## src/standard_script_classifier_macros.svh

```systemverilog
// assertion macros for the standard script classifier
`ifndef STANDARD_SCRIPT_CLASSIFIER_MACROS_SVH
`define STANDARD_SCRIPT_CLASSIFIER_MACROS_SVH
`ifndef ASSERT_OFF
`define SSC_ASSERT(lbl, clk, rstn, prop) \
  lbl: assert property (@(posedge clk) disable iff (!rstn) prop) else $error("assertion failed");
`define SSC_NEVER(lbl, clk, rstn, cond) \
  lbl: assert property (@(posedge clk) disable iff (!rstn) !(cond)) else $error("forbidden condition");
`else
`define SSC_ASSERT(lbl, clk, rstn, prop)
`define SSC_NEVER(lbl, clk, rstn, cond)
`endif
`endif

```

## src/ssc_pkg.sv

```systemverilog
// shared types and constants of the standard script classifier
`default_nettype none
package ssc_pkg;
  localparam int MAX_SCRIPT_BYTES = 16384;
  localparam int MAX_KEYS = 16;
  localparam int KEY_DEPTH = 32;
  localparam int KEY_AW = $clog2(KEY_DEPTH);
  localparam int JOB_DEPTH = 2;
  localparam int JOB_AW = $clog2(JOB_DEPTH);

  localparam logic [2:0] TYPE_NONSTD = 3'd0;
  localparam logic [2:0] TYPE_PUBKEY = 3'd1;
  localparam logic [2:0] TYPE_PKH    = 3'd2;
  localparam logic [2:0] TYPE_SH     = 3'd3;
  localparam logic [2:0] TYPE_MULTI  = 3'd4;
  localparam logic [2:0] TYPE_NULL   = 3'd5;

  localparam logic [1:0] KIND_NONE  = 2'd0;
  localparam logic [1:0] KIND_RANGE = 2'd1;
  localparam logic [1:0] KIND_SMALL = 2'd2;

  localparam logic [4:0] CAP_RESET = 5'd20;

  typedef struct packed {
    logic [7:0]  script_byte;
    logic [14:0] script_length;
  } in_t;

  typedef struct packed {
    logic [2:0]  script_type;
    logic        matched;
    logic [4:0]  solution_index;
    logic [1:0]  solution_kind;
    logic [13:0] solution_offset;
    logic [6:0]  solution_length;
    logic [4:0]  small_value;
    logic        last_result;
  } out_t;

  typedef struct packed {
    logic [13:0] offset;
    logic        is_long;
  } key_t;

  typedef struct packed {
    logic [2:0]  script_type;
    logic        matched;
    logic [1:0]  kind;
    logic [13:0] offset;
    logic [6:0]  length;
    logic        is_multi;
    logic [4:0]  m;
    logic [4:0]  n;
    logic [4:0]  nkeys;
  } job_t;

  typedef struct packed {
    logic key_full;
    logic job_full;
    logic key_valid;
    logic job_valid;
  } q_status_t;

  typedef enum logic [2:0] {
    PH_OP, PH_L1, PH_L2A, PH_L2B, PH_L4A, PH_L4B, PH_L4C, PH_L4D
  } push_phase_e;

  typedef enum logic [1:0] {
    BK_IDLE, BK_ROWS, BK_DRAIN
  } back_state_e;
endpackage
`default_nettype wire

```

## src/standard_script_classifier.sv

```systemverilog
// top level of the standard script classifier
// usage:
//   input channel in_valid_i / in_stall_o / in_data_i carries one script byte per
//   transaction together with the script's total length; a script ends on the byte
//   whose position reaches that length
//   output channel out_valid_o / out_stall_i / out_data_o carries one result row per
//   transaction; every script yields one or more rows, the final one marked last_result
//   cfg_we_i / cfg_data_i write solution_capacity, only while the block is idle
// timing:
//   one byte is accepted per cycle while the parser is not held off; the parser
//   holds off when the key queue (32 entries) or the job queue (2 scripts) is full
//   the first row of a script passes through the job queue, the emitter's job register and
//   the output register; the emitter takes a job, then emits its rows (n+2 for multisig),
//   then drops each stored key for non-multisig scripts with keys
// reset:
//   clears the parser, both queues, the emitter state and the output valid flag; capacity returns to 20
// stall:
//   a stalled row holds on out_data_o; the emitter and then the queues back up, and
//   the parser keeps taking bytes until a queue fills
`default_nettype none
module standard_script_classifier (
  input  wire logic          clk_i,
  input  wire logic          rst_ni,
  input  wire logic          cfg_we_i,
  input  wire logic [4:0]    cfg_data_i,
  input  wire logic          in_valid_i,
  output logic               in_stall_o,
  input  wire ssc_pkg::in_t  in_data_i,
  output logic               out_valid_o,
  input  wire logic          out_stall_i,
  output ssc_pkg::out_t      out_data_o
);
  ssc_pkg::q_status_t status;
  ssc_pkg::key_t key_in, key_head;
  ssc_pkg::job_t job_in, job_head;
  logic key_push, key_pop, job_push, job_pop, take;

  // hold off bytes while either queue has no room
  assign in_stall_o = status.key_full || status.job_full;
  assign take = in_valid_i && !in_stall_o;

  ssc_front u_front (
    .clk_i, .rst_ni, .cfg_we_i, .cfg_data_i,
    .take_i(take), .in_i(in_data_i),
    .key_push_o(key_push), .key_o(key_in),
    .job_push_o(job_push), .job_o(job_in)
  );

  ssc_queue u_queue (
    .clk_i, .rst_ni,
    .key_push_i(key_push), .key_i(key_in), .key_pop_i(key_pop), .key_o(key_head),
    .job_push_i(job_push), .job_i(job_in), .job_pop_i(job_pop), .job_o(job_head),
    .status_o(status)
  );

  ssc_back u_back (
    .clk_i, .rst_ni, .status_i(status),
    .job_i(job_head), .job_pop_o(job_pop),
    .key_i(key_head), .key_pop_o(key_pop),
    .valid_o(out_valid_o), .stall_i(out_stall_i), .data_o(out_data_o)
  );
endmodule
`default_nettype wire

```

## src/ssc_queue.sv

```systemverilog
// job and key queues between the parser and the result emitter
`default_nettype none
`include "standard_script_classifier_macros.svh"
module ssc_queue (
  input  wire logic             clk_i,
  input  wire logic             rst_ni,
  input  wire logic             key_push_i,
  input  wire ssc_pkg::key_t    key_i,
  input  wire logic             key_pop_i,
  output ssc_pkg::key_t         key_o,
  input  wire logic             job_push_i,
  input  wire ssc_pkg::job_t    job_i,
  input  wire logic             job_pop_i,
  output ssc_pkg::job_t         job_o,
  output ssc_pkg::q_status_t    status_o
);
  ssc_pkg::key_t key_mem [ssc_pkg::KEY_DEPTH];
  logic [ssc_pkg::KEY_AW-1:0] kwr_q, krd_q;
  logic [ssc_pkg::KEY_AW:0] kcnt_q;
  ssc_pkg::job_t job_mem [ssc_pkg::JOB_DEPTH];
  logic [ssc_pkg::JOB_AW-1:0] jwr_q, jrd_q;
  logic [ssc_pkg::JOB_AW:0] jcnt_q;

  always_ff @(posedge clk_i) begin
    if (key_push_i) key_mem[kwr_q] <= key_i;
    if (job_push_i) job_mem[jwr_q] <= job_i;
  end

  always_ff @(posedge clk_i or negedge rst_ni) begin
    if (!rst_ni) begin
      kwr_q <= '0; krd_q <= '0; kcnt_q <= '0;
      jwr_q <= '0; jrd_q <= '0; jcnt_q <= '0;
    end else begin
      if (key_push_i) kwr_q <= kwr_q + 1'b1;
      if (key_pop_i) krd_q <= krd_q + 1'b1;
      kcnt_q <= kcnt_q + {{ssc_pkg::KEY_AW{1'b0}}, key_push_i}
                       - {{ssc_pkg::KEY_AW{1'b0}}, key_pop_i};
      if (job_push_i) jwr_q <= jwr_q + 1'b1;
      if (job_pop_i) jrd_q <= jrd_q + 1'b1;
      jcnt_q <= jcnt_q + {{ssc_pkg::JOB_AW{1'b0}}, job_push_i}
                       - {{ssc_pkg::JOB_AW{1'b0}}, job_pop_i};
    end
  end

  assign key_o = key_mem[krd_q];
  assign job_o = job_mem[jrd_q];
  assign status_o.key_full  = (kcnt_q == (ssc_pkg::KEY_AW+1)'(ssc_pkg::KEY_DEPTH));
  assign status_o.job_full  = (jcnt_q == (ssc_pkg::JOB_AW+1)'(ssc_pkg::JOB_DEPTH));
  assign status_o.key_valid = (kcnt_q != '0);
  assign status_o.job_valid = (jcnt_q != '0);

  `SSC_NEVER(a_key_overflow, clk_i, rst_ni, key_push_i && status_o.key_full)
  `SSC_NEVER(a_key_underflow, clk_i, rst_ni, key_pop_i && !status_o.key_valid)
  `SSC_NEVER(a_job_overflow, clk_i, rst_ni, job_push_i && status_o.job_full)
  `SSC_NEVER(a_job_underflow, clk_i, rst_ni, job_pop_i && !status_o.job_valid)
endmodule
`default_nettype wire

```

## src/ssc_front.sv

```systemverilog
// byte parser: pattern checks, push walk, key walk and per-script job
`default_nettype none
module ssc_front (
  input  wire logic          clk_i,
  input  wire logic          rst_ni,
  input  wire logic          cfg_we_i,
  input  wire logic [4:0]    cfg_data_i,
  input  wire logic          take_i,
  input  wire ssc_pkg::in_t  in_i,
  output logic               key_push_o,
  output ssc_pkg::key_t      key_o,
  output logic               job_push_o,
  output ssc_pkg::job_t      job_o
);
  logic [4:0]  cap_q;
  logic [13:0] pos_q, pos_d;
  logic [3:0]  flags_q, flags_d;
  logic [7:0]  fo_q, fo_d, prev_q, prev_d;
  ssc_pkg::push_phase_e ph_q, ph_d;
  logic [31:0] skip_q, skip_d;
  logic        nd_q, nd_d, kw_q, kw_d;
  logic [14:0] nkp_q, nkp_d;
  logic [4:0]  kc_q, kc_d;

  logic [7:0]  b;
  logic [14:0] len, p;
  logic        sh_ok, pkh_ok, pkc_ok, pku_ok, fin, key_hit, key_bad, ms, nd_fin;
  logic [15:0] key_end;
  logic [4:0]  m, n;

  always_comb begin
    b = in_i.script_byte;
    if (in_i.script_length == '0) len = 15'd1;
    else if (in_i.script_length > 15'(ssc_pkg::MAX_SCRIPT_BYTES))
      len = 15'(ssc_pkg::MAX_SCRIPT_BYTES);
    else len = in_i.script_length;
    p = {1'b0, pos_q};
  end

  always_comb begin
    sh_ok  = len == 15'd23 && !(p == 15'd0 && b != 8'ha9) && !(p == 15'd1 && b != 8'd20)
             && !(p == 15'd22 && b != 8'h87);
    pkh_ok = len == 15'd25 && !(p == 15'd0 && b != 8'h76) && !(p == 15'd1 && b != 8'ha9)
             && !(p == 15'd2 && b != 8'd20) && !(p == 15'd23 && b != 8'h88)
             && !(p == 15'd24 && b != 8'hac);
    pkc_ok = len == 15'd35 && !(p == 15'd0 && b != 8'd33)
             && !(p == 15'd1 && b != 8'h02 && b != 8'h03) && !(p == 15'd34 && b != 8'hac);
    pku_ok = len == 15'd67 && !(p == 15'd0 && b != 8'd65) && !(p == 15'd1 && b != 8'h04)
             && !(p == 15'd66 && b != 8'hac);
    flags_d = flags_q & {pku_ok, pkc_ok, pkh_ok, sh_ok};
  end

  // null-data push walk
  always_comb begin
    fo_d = fo_q; nd_d = nd_q; ph_d = ph_q; skip_d = skip_q;
    if (p == '0) begin
      fo_d = b;
      if (b != 8'h6a) nd_d = 1'b0;
    end else if (nd_q) begin
      case (ph_q)
        ssc_pkg::PH_OP: begin
          if (skip_q != '0) skip_d = skip_q - 32'd1;
          else if (b <= 8'd75) skip_d = {24'd0, b};
          else if (b == 8'h4c) ph_d = ssc_pkg::PH_L1;
          else if (b == 8'h4d) ph_d = ssc_pkg::PH_L2A;
          else if (b == 8'h4e) ph_d = ssc_pkg::PH_L4A;
          else nd_d = 1'b0;
        end
        ssc_pkg::PH_L1:  begin skip_d = {24'd0, b}; ph_d = ssc_pkg::PH_OP; end
        ssc_pkg::PH_L2A: begin skip_d = {24'd0, b}; ph_d = ssc_pkg::PH_L2B; end
        ssc_pkg::PH_L2B: begin skip_d = skip_q | {16'd0, b, 8'd0}; ph_d = ssc_pkg::PH_OP; end
        ssc_pkg::PH_L4A: begin skip_d = {24'd0, b}; ph_d = ssc_pkg::PH_L4B; end
        ssc_pkg::PH_L4B: begin skip_d = skip_q | {16'd0, b, 8'd0}; ph_d = ssc_pkg::PH_L4C; end
        ssc_pkg::PH_L4C: begin skip_d = skip_q | {8'd0, b, 16'd0}; ph_d = ssc_pkg::PH_L4D; end
        default:         begin skip_d = skip_q | {b, 24'd0}; ph_d = ssc_pkg::PH_OP; end
      endcase
    end
  end

  // multisig key walk
  always_comb begin
    kw_d = kw_q; nkp_d = nkp_q; kc_d = kc_q;
    key_end = {1'b0, p} + 16'd1 + {8'd0, b};
    key_hit = p >= 15'd1 && len >= 15'd4 && p < len - 15'd2 && p == nkp_q && kw_q;
    key_bad = (b != 8'd33 && b != 8'd65) || key_end > {1'b0, len - 15'd2}
              || kc_q >= 5'(ssc_pkg::MAX_KEYS);
    key_push_o = 1'b0;
    key_o.offset = 14'(p + 15'd1);
    key_o.is_long = (b == 8'd65);
    if (key_hit) begin
      if (key_bad) kw_d = 1'b0;
      else begin
        key_push_o = take_i;
        kc_d = kc_q + 5'd1;
        nkp_d = key_end[14:0];
      end
    end
  end

  // final byte: build the job
  always_comb begin
    fin = ({1'b0, p} + 16'd1) >= {1'b0, len};
    prev_d = b;
    // the final byte itself takes part in the push walk
    nd_fin = nd_d && ph_d == ssc_pkg::PH_OP && skip_d == '0;
    m = 5'(fo_q - 8'h50);
    n = 5'(prev_q - 8'h50);
    ms = len >= 15'd4 && p >= 15'd1 && b == 8'hae && prev_q >= 8'h51 && prev_q <= 8'h60
         && fo_q >= 8'h51 && fo_q <= 8'h60 && m <= n
         && ({1'b0, n} + 6'd2) <= {1'b0, cap_q} && n <= 5'(ssc_pkg::MAX_KEYS) && kw_q
         && nkp_q == len - 15'd2 && kc_q == n;
    job_o = '0;
    job_o.matched = 1'b1;
    job_o.nkeys = kc_d;
    job_o.n = n;
    if (flags_d[0] && cap_q != '0) begin
      job_o.script_type = ssc_pkg::TYPE_SH; job_o.kind = ssc_pkg::KIND_RANGE;
      job_o.offset = 14'd2; job_o.length = 7'd20;
    end else if (nd_fin) begin
      job_o.script_type = ssc_pkg::TYPE_NULL;
    end else if (flags_d[1] && cap_q != '0) begin
      job_o.script_type = ssc_pkg::TYPE_PKH; job_o.kind = ssc_pkg::KIND_RANGE;
      job_o.offset = 14'd3; job_o.length = 7'd20;
    end else if (flags_d[2] && cap_q != '0) begin
      job_o.script_type = ssc_pkg::TYPE_PUBKEY; job_o.kind = ssc_pkg::KIND_RANGE;
      job_o.offset = 14'd1; job_o.length = 7'd33;
    end else if (flags_d[3] && cap_q != '0) begin
      job_o.script_type = ssc_pkg::TYPE_PUBKEY; job_o.kind = ssc_pkg::KIND_RANGE;
      job_o.offset = 14'd1; job_o.length = 7'd65;
    end else if (ms) begin
      job_o.script_type = ssc_pkg::TYPE_MULTI; job_o.is_multi = 1'b1; job_o.m = m;
    end else begin
      job_o.matched = 1'b0;
    end
    job_push_o = take_i && fin;
  end

  always_ff @(posedge clk_i or negedge rst_ni) begin
    if (!rst_ni) begin
      cap_q <= ssc_pkg::CAP_RESET;
      pos_q <= '0; flags_q <= 4'hf; fo_q <= '0; prev_q <= '0;
      ph_q <= ssc_pkg::PH_OP; skip_q <= '0; nd_q <= 1'b1;
      nkp_q <= 15'd1; kc_q <= '0; kw_q <= 1'b1;
    end else begin
      if (cfg_we_i) cap_q <= cfg_data_i;
      if (take_i) begin
        if (fin) begin
          pos_q <= '0; flags_q <= 4'hf; fo_q <= '0; prev_q <= '0;
          ph_q <= ssc_pkg::PH_OP; skip_q <= '0; nd_q <= 1'b1;
          nkp_q <= 15'd1; kc_q <= '0; kw_q <= 1'b1;
        end else begin
          pos_q <= pos_d; flags_q <= flags_d; fo_q <= fo_d; prev_q <= prev_d;
          ph_q <= ph_d; skip_q <= skip_d; nd_q <= nd_d;
          nkp_q <= nkp_d; kc_q <= kc_d; kw_q <= kw_d;
        end
      end
    end
  end

  assign pos_d = pos_q + 14'd1;
endmodule
`default_nettype wire

```

## src/ssc_back.sv

```systemverilog
// result emitter: turns queued jobs into result rows
`default_nettype none
module ssc_back (
  input  wire logic               clk_i,
  input  wire logic               rst_ni,
  input  wire ssc_pkg::q_status_t status_i,
  input  wire ssc_pkg::job_t      job_i,
  output logic                    job_pop_o,
  input  wire ssc_pkg::key_t      key_i,
  output logic                    key_pop_o,
  output logic                    valid_o,
  input  wire logic               stall_i,
  output ssc_pkg::out_t           data_o
);
  ssc_pkg::back_state_e st_q, st_d;
  ssc_pkg::job_t job_q;
  logic [4:0] idx_q, idx_d, left_q, left_d;
  logic       ov_q, load;
  ssc_pkg::out_t row, out_q;

  assign load = !ov_q || !stall_i;

  always_comb begin
    st_d = st_q;
    case (st_q)
      ssc_pkg::BK_IDLE: if (status_i.job_valid) st_d = ssc_pkg::BK_ROWS;
      ssc_pkg::BK_ROWS: begin
        if (load) begin
          if (!job_q.is_multi) begin
            st_d = (job_q.nkeys != '0) ? ssc_pkg::BK_DRAIN : ssc_pkg::BK_IDLE;
          end else if (idx_q == job_q.n + 5'd1) begin
            st_d = ssc_pkg::BK_IDLE;
          end
        end
      end
      ssc_pkg::BK_DRAIN: if (left_q == 5'd1) st_d = ssc_pkg::BK_IDLE;
      default: st_d = ssc_pkg::BK_IDLE;
    endcase
  end

  always_comb begin
    job_pop_o = 1'b0; key_pop_o = 1'b0;
    idx_d = idx_q; left_d = left_q;
    row = '0;
    row.script_type = job_q.script_type;
    row.matched = job_q.matched;
    row.solution_index = idx_q;
    case (st_q)
      ssc_pkg::BK_IDLE: begin
        job_pop_o = status_i.job_valid;
        idx_d = '0;
        left_d = job_i.nkeys;
      end
      ssc_pkg::BK_ROWS: begin
        if (!job_q.is_multi) begin
          row.solution_kind = job_q.kind;
          row.solution_offset = job_q.offset;
          row.solution_length = job_q.length;
          row.last_result = 1'b1;
        end else if (idx_q == '0) begin
          row.solution_kind = ssc_pkg::KIND_SMALL;
          row.solution_length = 7'd1;
          row.small_value = job_q.m;
        end else if (idx_q == job_q.n + 5'd1) begin
          row.solution_kind = ssc_pkg::KIND_SMALL;
          row.solution_length = 7'd1;
          row.small_value = job_q.n;
          row.last_result = 1'b1;
        end else begin
          row.solution_kind = ssc_pkg::KIND_RANGE;
          row.solution_offset = key_i.offset;
          row.solution_length = key_i.is_long ? 7'd65 : 7'd33;
          key_pop_o = load;
        end
        if (load) idx_d = idx_q + 5'd1;
      end
      ssc_pkg::BK_DRAIN: begin
        key_pop_o = 1'b1;
        left_d = left_q - 5'd1;
      end
      default: ;
    endcase
  end

  always_ff @(posedge clk_i) begin
    if (st_q == ssc_pkg::BK_IDLE && status_i.job_valid) job_q <= job_i;
    if (st_q == ssc_pkg::BK_ROWS && load) out_q <= row;
    idx_q <= idx_d;
    left_q <= left_d;
  end

  always_ff @(posedge clk_i or negedge rst_ni) begin
    if (!rst_ni) begin
      st_q <= ssc_pkg::BK_IDLE;
      ov_q <= 1'b0;
    end else begin
      st_q <= st_d;
      if (load) ov_q <= (st_q == ssc_pkg::BK_ROWS);
    end
  end

  assign valid_o = ov_q;
  assign data_o = out_q;
endmodule
`default_nettype wire

```

## config.mk

```make
export PLATFORM = sky130hd
export DESIGN_NAME = standard_script_classifier
export DESIGN_NICKNAME = d
export VERILOG_FILES = /design/src/ssc_pkg.sv /design/src/standard_script_classifier.sv /design/src/ssc_queue.sv /design/src/ssc_front.sv /design/src/ssc_back.sv
export VERILOG_INCLUDE_DIRS = /design/src /design/src/src
export SDC_FILE = /design/constraint.sdc
export NUM_CORES = 1
export LEC_CHECK = 0
export BUFFER_PORTS_ARGS = -buffer_cell sky130_fd_sc_hd__buf_2
export CORE_ASPECT_RATIO = 0.9
export CORE_UTILIZATION = 65
export CTS_BUF_LIST = sky130_fd_sc_hd__clkbuf_8
export DETAILED_ROUTE_END_ITERATION = 12
export GPL_TIMING_DRIVEN = 0
export PLACE_DENSITY = 0.89
export SYNTH_ARGS = -nofsm -noshare
export SYNTH_HDL_FRONTEND = slang
export SYNTH_SLANG_ARGS = --single-unit
```

## constraint.sdc

```tcl
create_clock -name clk_i -period 10.7 [get_ports clk_i]
set_clock_uncertainty 0.15 [all_clocks]
set_input_delay 0 -clock clk_i [delete_from_list [all_inputs] [get_ports clk_i]]
set_output_delay 0 -clock clk_i [all_outputs]
set_load 0.03 [all_outputs]
```

Word-level counts from Yosys, hierarchy flattened
Memory sizes are Yosys's and may differ from the RTL's.
Cells that the tools add are included.

word-level totals
  register bits after elaboration = 210
  memories = 2
  latch bits = 0
  output and inout bits = 40
  bits in writable memories = 566
  bits in read-only memories = 0

memories
  memory           depth  bits a word  read ports  clocked after Yosys merged registers in  write ports  RTL line         source
  u_queue.key_mem  32     15           1           0                                        1            ssc_queue.sv:17  ssc_pkg::key_t key_mem [ssc_pkg::KEY_DEPTH];
  u_queue.job_mem  2      43           1           0                                        1            ssc_queue.sv:20  ssc_pkg::job_t job_mem [ssc_pkg::JOB_DEPTH];

cells by class
  equality and inequality tests = 48
  $add $sub $neg = 21
  order comparisons = 15
  bitwise logic cells = 4
  divide/modulo/power cells = 0
  reduce and logical (&&, ||, !) cells = 100
  shift-type cells = 0
  mux-type cells = 94
  multipliers = 0

operators with widths
  kind                                                 number
  two-way mux 32 bit                                   5
  one-hot mux 32 bit (4 select lines)                  1
  two-way mux 23 bit                                   4
  two-way mux 15 bit                                   5
  logical AND 1 bit                                    55
  == test 14 x 5 -> 1 bit, second input constant       3
  two-way mux 14 bit                                   3
  two-way mux 3 bit                                    14
  two-way mux 6 bit                                    6
  == test 8 x 7 -> 1 bit, second input constant        4
  zero test 32 bit                                     1
  != test 8 bit, second input constant                 4
  OR 32 x 16 -> 32 bit                                 1
  OR 32 x 24 -> 32 bit                                 1
  OR 32 bit                                            1
  nonzero test 32 bit                                  1
  subtractor 32 x 1 -> 32 bit, second input constant   1
  == test 15 x 5 -> 1 bit, second input constant       2
  zero test 15 bit                                     2
  two-way mux 1 bit                                    30
  two-way mux 30 bit                                   1
  adder 14 x 1 -> 14 bit, second input constant        2
  adder 5 x 1 -> 5 bit, second input constant          5
  <= comparator 8 x 7 -> 1 bit, second input constant  3
  70 further kinds                                     127

Longest topological paths before layout
  word-level depth = 22
  depth in mapped cells = 29
  mapped depth without buffers = 27

Hierarchy
From an unflattened synthesis, not the netlist that was laid out.

second synthesis, totals
  cells, all modules = 2,525
  area total of the unflattened synthesis = 36,048.3 um2

modules (own cells, without submodules)
  module                      times used  cells an instance  area an instance (um2)
  ssc_queue                   1           1,067              22,611.7
  ssc_front                   1           1,239              9,683.0
  ssc_back                    1           217                3,739.8
  standard_script_classifier  1           2                  13.8

Least setup slack after synthesis
No wires, ideal clock.

  kind = reg2reg
  from = register u_front.pos_q[1]
  to = memory u_queue.key_mem[15][0] in the netlist's numbering, enable pin
  period minus slack after synthesis = 6,676 ps
  buffers on the path = 1
  cell stages (with the launch flop) = 21
  arrival = 6,120 ps
  data required time = 10,144 ps
  setup slack = 4,024 ps
  library setup time = 406 ps
  path through = dfrtp_1 > ha_1 > buf_2 > and3_1 > nand3_1 > xnor2_1 > ha_1 > a211oi_1 > o211ai_1 > o211ai_1 > nor2_1 > xnor2_1 > ha_1 > nand2_1 > or2_1 > mux2i_1 > nand2_1 > or4b_1 > nand3_1 > nand4_1 > nor3_1

on the way
  word-level cells in the longest chain between the ends = 9
  elaborated cells between the ends (all ways) = 16

ends and longest elaborated chain
  item                                         RTL line          source
  start, declared                              ssc_front.sv:16   logic [13:0] pos_q, pos_d;
  start signal, assigned                       ssc_front.sv:152  pos_q <= pos_d; flags_q <= flags_d; fo_q <= fo_d; prev_q <= prev_d;
  adder 14 x 1 -> 15 bit                       ssc_front.sv:83   key_end = {1'b0, p} + 16'd1 + {8'd0, b};
  adder 16 x 8 -> 16 bit                       ssc_front.sv:83
  greater-than comparator 16 x 15 -> 1 bit     ssc_front.sv:85   key_bad = (b != 8'd33 && b != 8'd65) || key_end > {1'b0, len - 15'd2}
  logical OR 1 bit                             ssc_front.sv:85
  logical OR 1 bit                             ssc_front.sv:86   || kc_q >= 5'(ssc_pkg::MAX_KEYS);
  two-way mux 1 bit                            ssc_front.sv:91   if (key_bad) kw_d = 1'b0;
  two-way mux 1 bit (*)                        ssc_front.sv:90   if (key_hit) begin
  two-way mux 1 bit (*)                        ssc_queue.sv:25   if (key_push_i) key_mem[kwr_q] <= key_i;
  two-way mux 1 bit (implied by the code) (*)  ssc_queue.sv:25
  end, declared                                ssc_queue.sv:17

Mark *: on every way between the ends. The rest lies on a longest branch, timed or not.

Final worst setup path
  from = register u_front.pos_q[0]
  to = memory u_queue.key_mem[22][12] in the netlist's numbering, enable pin

Same word-level chain as after synthesis.

==> reports/metrics.cfg <==
[outcome]
outcome=finished with violations
violations_in_the_final_reports=negative hold slack

[timing]
max_clock_freq_mhz=115
rsz0062_at_grt=no
post-route-worst-setup-slack_ns=2.03
tightest_slew_ns=1.42
fin_hold_ws_ns=-0.0389
minimum_clock_period_ns=8.67
report.final.hold_viol_count=1
slew_margin_rel_pct=4.63
report.final.setup_viol=0
final.setup.tns_ns=0
layout_worst_path_cycle_share_pct=81.0
final-max-slew-violation-count=0

[detailed_routing]
postRouteAntennaNets=0
wl_met1_um=37200
drt-wirelength-per-cell_um=32.2
dr.pass1.iters=9
detailroute.wirelength.met2_um=49200
route.final.wire_length_um=108000
dr_wl_met3_um=15500
drcViolationCount=0
violation_count_after_the_first_detailed_route_iteration=4319
num_vias=24700
avgViaCountPerCell=7.34
top_signal_layer_used=met5

[power_and_ir_drop]
power.total_mw=9.58
share_of_total_power_consumed_by_net_switching_pct=37.9
clock_power_share_pct=24.9
power.switching_mw=3.63
total_leakage_power_nw=13.9
internal_power_mw=5.95
ir_worst_vdd_mv=0.169
p_per_area_mw_per_mm2=251
seq_power_share_pct=39.3
combinationalPowerShare_pct=35.9

[floorplanning]
num_rows=79
die_area_mm2=0.0533
initial_utilization_pct=65.9
fp.dieW_um=243
design.core.area_mm2=0.0517
floorplan.io_pins=73
fp.dieH_um=219

[critical_path]
r2r_start=u_front.pos_q[0]$_DFFE_PN0P_
cpLargestDelayFamily=simple AND/OR/NAND/NOR gates
crit_path_cell_trace=buf_2 > inv_1 > ha_1 > inv_1 > fa_1 > nor2b_1 > o31a_1 > o21ai_1 > nor3_1 > a31o_2 > ha_1 > a31oi_1 > nand3_1 > or4b_1 > nand3_1 > nand3_1 > inv_2 > clkbuf_1 > and3_1
cp_data_required_time_ns=10.91
timing.critical_path.slowest_cell_delay_ns=1.23
critPathCaptureType=flop
worst_setup_path_start_kind=flop
worst-path-stages=19
timing.reg2reg.worst_path_depth=19
cp_num_buf_inv=5
worstSetupPathType=flop to flop
timing.critical_path.fanout_max=37
worstSetupStartpoint=u_front.pos_q[0]$_DFFE_PN0P_
arrival_ns=8.87
critPathMostFrequentCell=nand3_1
cp_slowest_cell=ha_1

[cts]
clock_tree.root_cell=clkbuf_8
clock-sinks=719
post-cts-setup-buffers=0
cts-buffers-inserted=106
clock_tree.htree_level_count=3
clk-insertion-delay-late_ns=0.77
worst_setup_hold_path_clk_slew_ns=0.07
tritoncts_clock_tree=built
ctsLongestPathBuffers=3

[global_routing]
grt_pass1_vias=24000
grt.overflow.total=0
global_route.usage.total_pct=41.0
number_of_antenna_violations_at_the_first_check_in_global_routing=4
first_pass_grt_wire_length_um=157000
grt_max_degree=79

[min_path]
holdCritStartpoint=in_data_i[4]
type_of_the_worst_min_delay_path=input pin to flop
whs_path_depth=6

[cells_and_area]
area.sequential_mm2=0.0210
syn2layout_area_growth_pct=12.2
fillCellCount=2890
final_common_cell=edfxtp_1
multi_input_area_mm2=0.0123
fin_nets=2705
layout.cells.most_common_list=600 x edfxtp_1, 166 x nand2_1, 150 x mux4_2, 119 x clkbuf_8, 110 x dfrtp_1
fin_cells=3363
layout-drive-gt1-share_pct=19.6

[synth]
ys_types=102
most_area_hungry_cell_type_in_the_yosys_netlist=edfxtp_1
ys.flop_type=edfxtp_1
synth-edff-count=600
syn_area_per_cell_um2=14.4
post_synthesis_async_set_or_reset_flop_share_pct=16.6
synth_top_area_share_pct=52.9
biggest_area_contributors_in_the_synthesized_netlist=edfxtp_1 53%, mux4_2 9.9%, dfrtp_1 8.1%, ha_1 3.2%, nand2_1 1.8%
synth.cell_area_mm2=0.0340
synth_cells=2360
postSynthRegisterBits=719
number_of_warnings_issued_by_yosys=0
synth_sequential_area_ratio_pct=61.7

[placement]
post-place-cells=3126
pre_cts_setup_slack_ns=2.66
globalplace.congestion=0.980
port-buffer-count=65
dp.final_hpwl_um=71400

[flow_run]
drv.max_cap_violation_count=0

==> tightest hold or removal path, delay by kind of cell <==
family	cells	cell delay, ns
compound gates	3	0.46
simple gates	2	0.19
buf+inv	1	0.18
==> synth_stat cells, types with 13 or more instances <==
library cell,count
edfxtp_1,600
nand2_1,166
mux4_2,150
dfrtp_1,110
nor2_1,103
o21ai_0,92
ha_1,88
clkbuf_1,83
a21oi_1,74
nand3_1,71
inv_1,68
xnor2_1,52
xor2_1,43
and3_1,40
nor3_1,36
nand4_1,33
o31ai_1,30
and2_1,28
mux2_2,28
buf_2,24
mux2i_1,24
buf_1,22
nor4_1,21
o21a_1,21
nor2b_1,19
a31oi_1,18
a211o_1,16
a21o_1,16
a22o_1,16
o211ai_1,16
or3_1,13
==> path summary, 6_finish.rpt <==
kind,endpoint,slack (ns)
max in group asynchronous,u_front.pos_q[2]$_DFFE_PN0P_,9.57
hold reg to reg,u_back.data_o[35]$_DFFE_PP_,0.27
hold / removal,u_front.flags_q[2]$_DFFE_PN1P_,-0.04
setup / recovery,u_queue.key_mem[22][12]$_DFFE_PP_,2.03
setup reg to reg,u_queue.key_mem[22][12]$_DFFE_PP_,2.03
min in group asynchronous,u_front.flags_q[2]$_DFFE_PN1P_,0.33
==> flip-flops by register name, indices dropped and copies added, names as in the netlist, 6 cells and up <==
name,count
u_back.data_o,35
u_back.job_q,25
u_front.fo_q,8
u_front.nkp_q,15
u_front.pos_q,14
u_front.prev_q,8
u_front.skip_q,32
u_queue.job_mem,50
u_queue.kcnt_q,6
u_queue.key_mem,480
==> power by group through the flow <==
stage | clock network (mW) | registers (mW) | logic (mW)
after CTS | 2.36 | 3.74 | 3.31
after global placement | 0 | 3.78 | 3.01
final | 2.38 | 3.76 | 3.44
after floorplan | 0 | 3.82 | 2.06
after detailed placement | 0 | 3.78 | 3.24
after global routing | 2.48 | 3.78 | 3.57
==> metrics by stage <==
step / area (um^2) / utilization (%) / hold WS, ns
detailed placement: 35500 / 68.7 / -0.174
CTS: 38200 / 73.9 / 0.00163
global placement: 35200 / 68.2 / 0.0654
global route: 38200 / 73.9 / 0.0100
finish: 38200 / 73.9 / -0.0389
floorplan: 34100 / - / -0.446
==> metal layers <==
metal	track usage, %	up-vias
li1	-	9696
met4	20.4	4
met5	0	-
met2	62.5	2435
met3	11.3	525
met1	55.0	12000
==> area by class of cell <==
type,instances,share of cell area (%)
Buffer,141,1.60
Clock inverter,80,1.67
Clock buffer,119,4.29
Timing Repair Buffer,113,2.35
Multi-Input combinational cell,1431,32.1
Sequential cell,719,55.0
Tap cell,688,2.25
Antenna cell,2,0.0131
Inverter,70,0.688
==> cell families (layout without fill, tap and decap cells) <==
| logic type | after synthesis | after routing | share of synthesized area, % |
|---|---|---|---|
| xor gates and xnor gates | 96 | 96 | 2.51 |
| AOI/OAI and AO/OA | 410 | 410 | 8.32 |
| buffers and inverters | 211 | 523 | 2.57 |
| adders and majority gates | 91 | 91 | 3.38 |
| muxes | 203 | 203 | 11.6 |
| other | 1 | 4 | 0.0110 |
| and+or+nand+nor | 629 | 629 | 9.93 |
| DFF | 719 | 719 | 61.7 |
==> timing repair <==
action	CTS	global route
endpoints found under the hold margin	170	0
hold buffers	36	0
resized for setup	0	0
setup endpoints to repair	0	0
No activity file was read; power rests on OpenSTA's default activity.
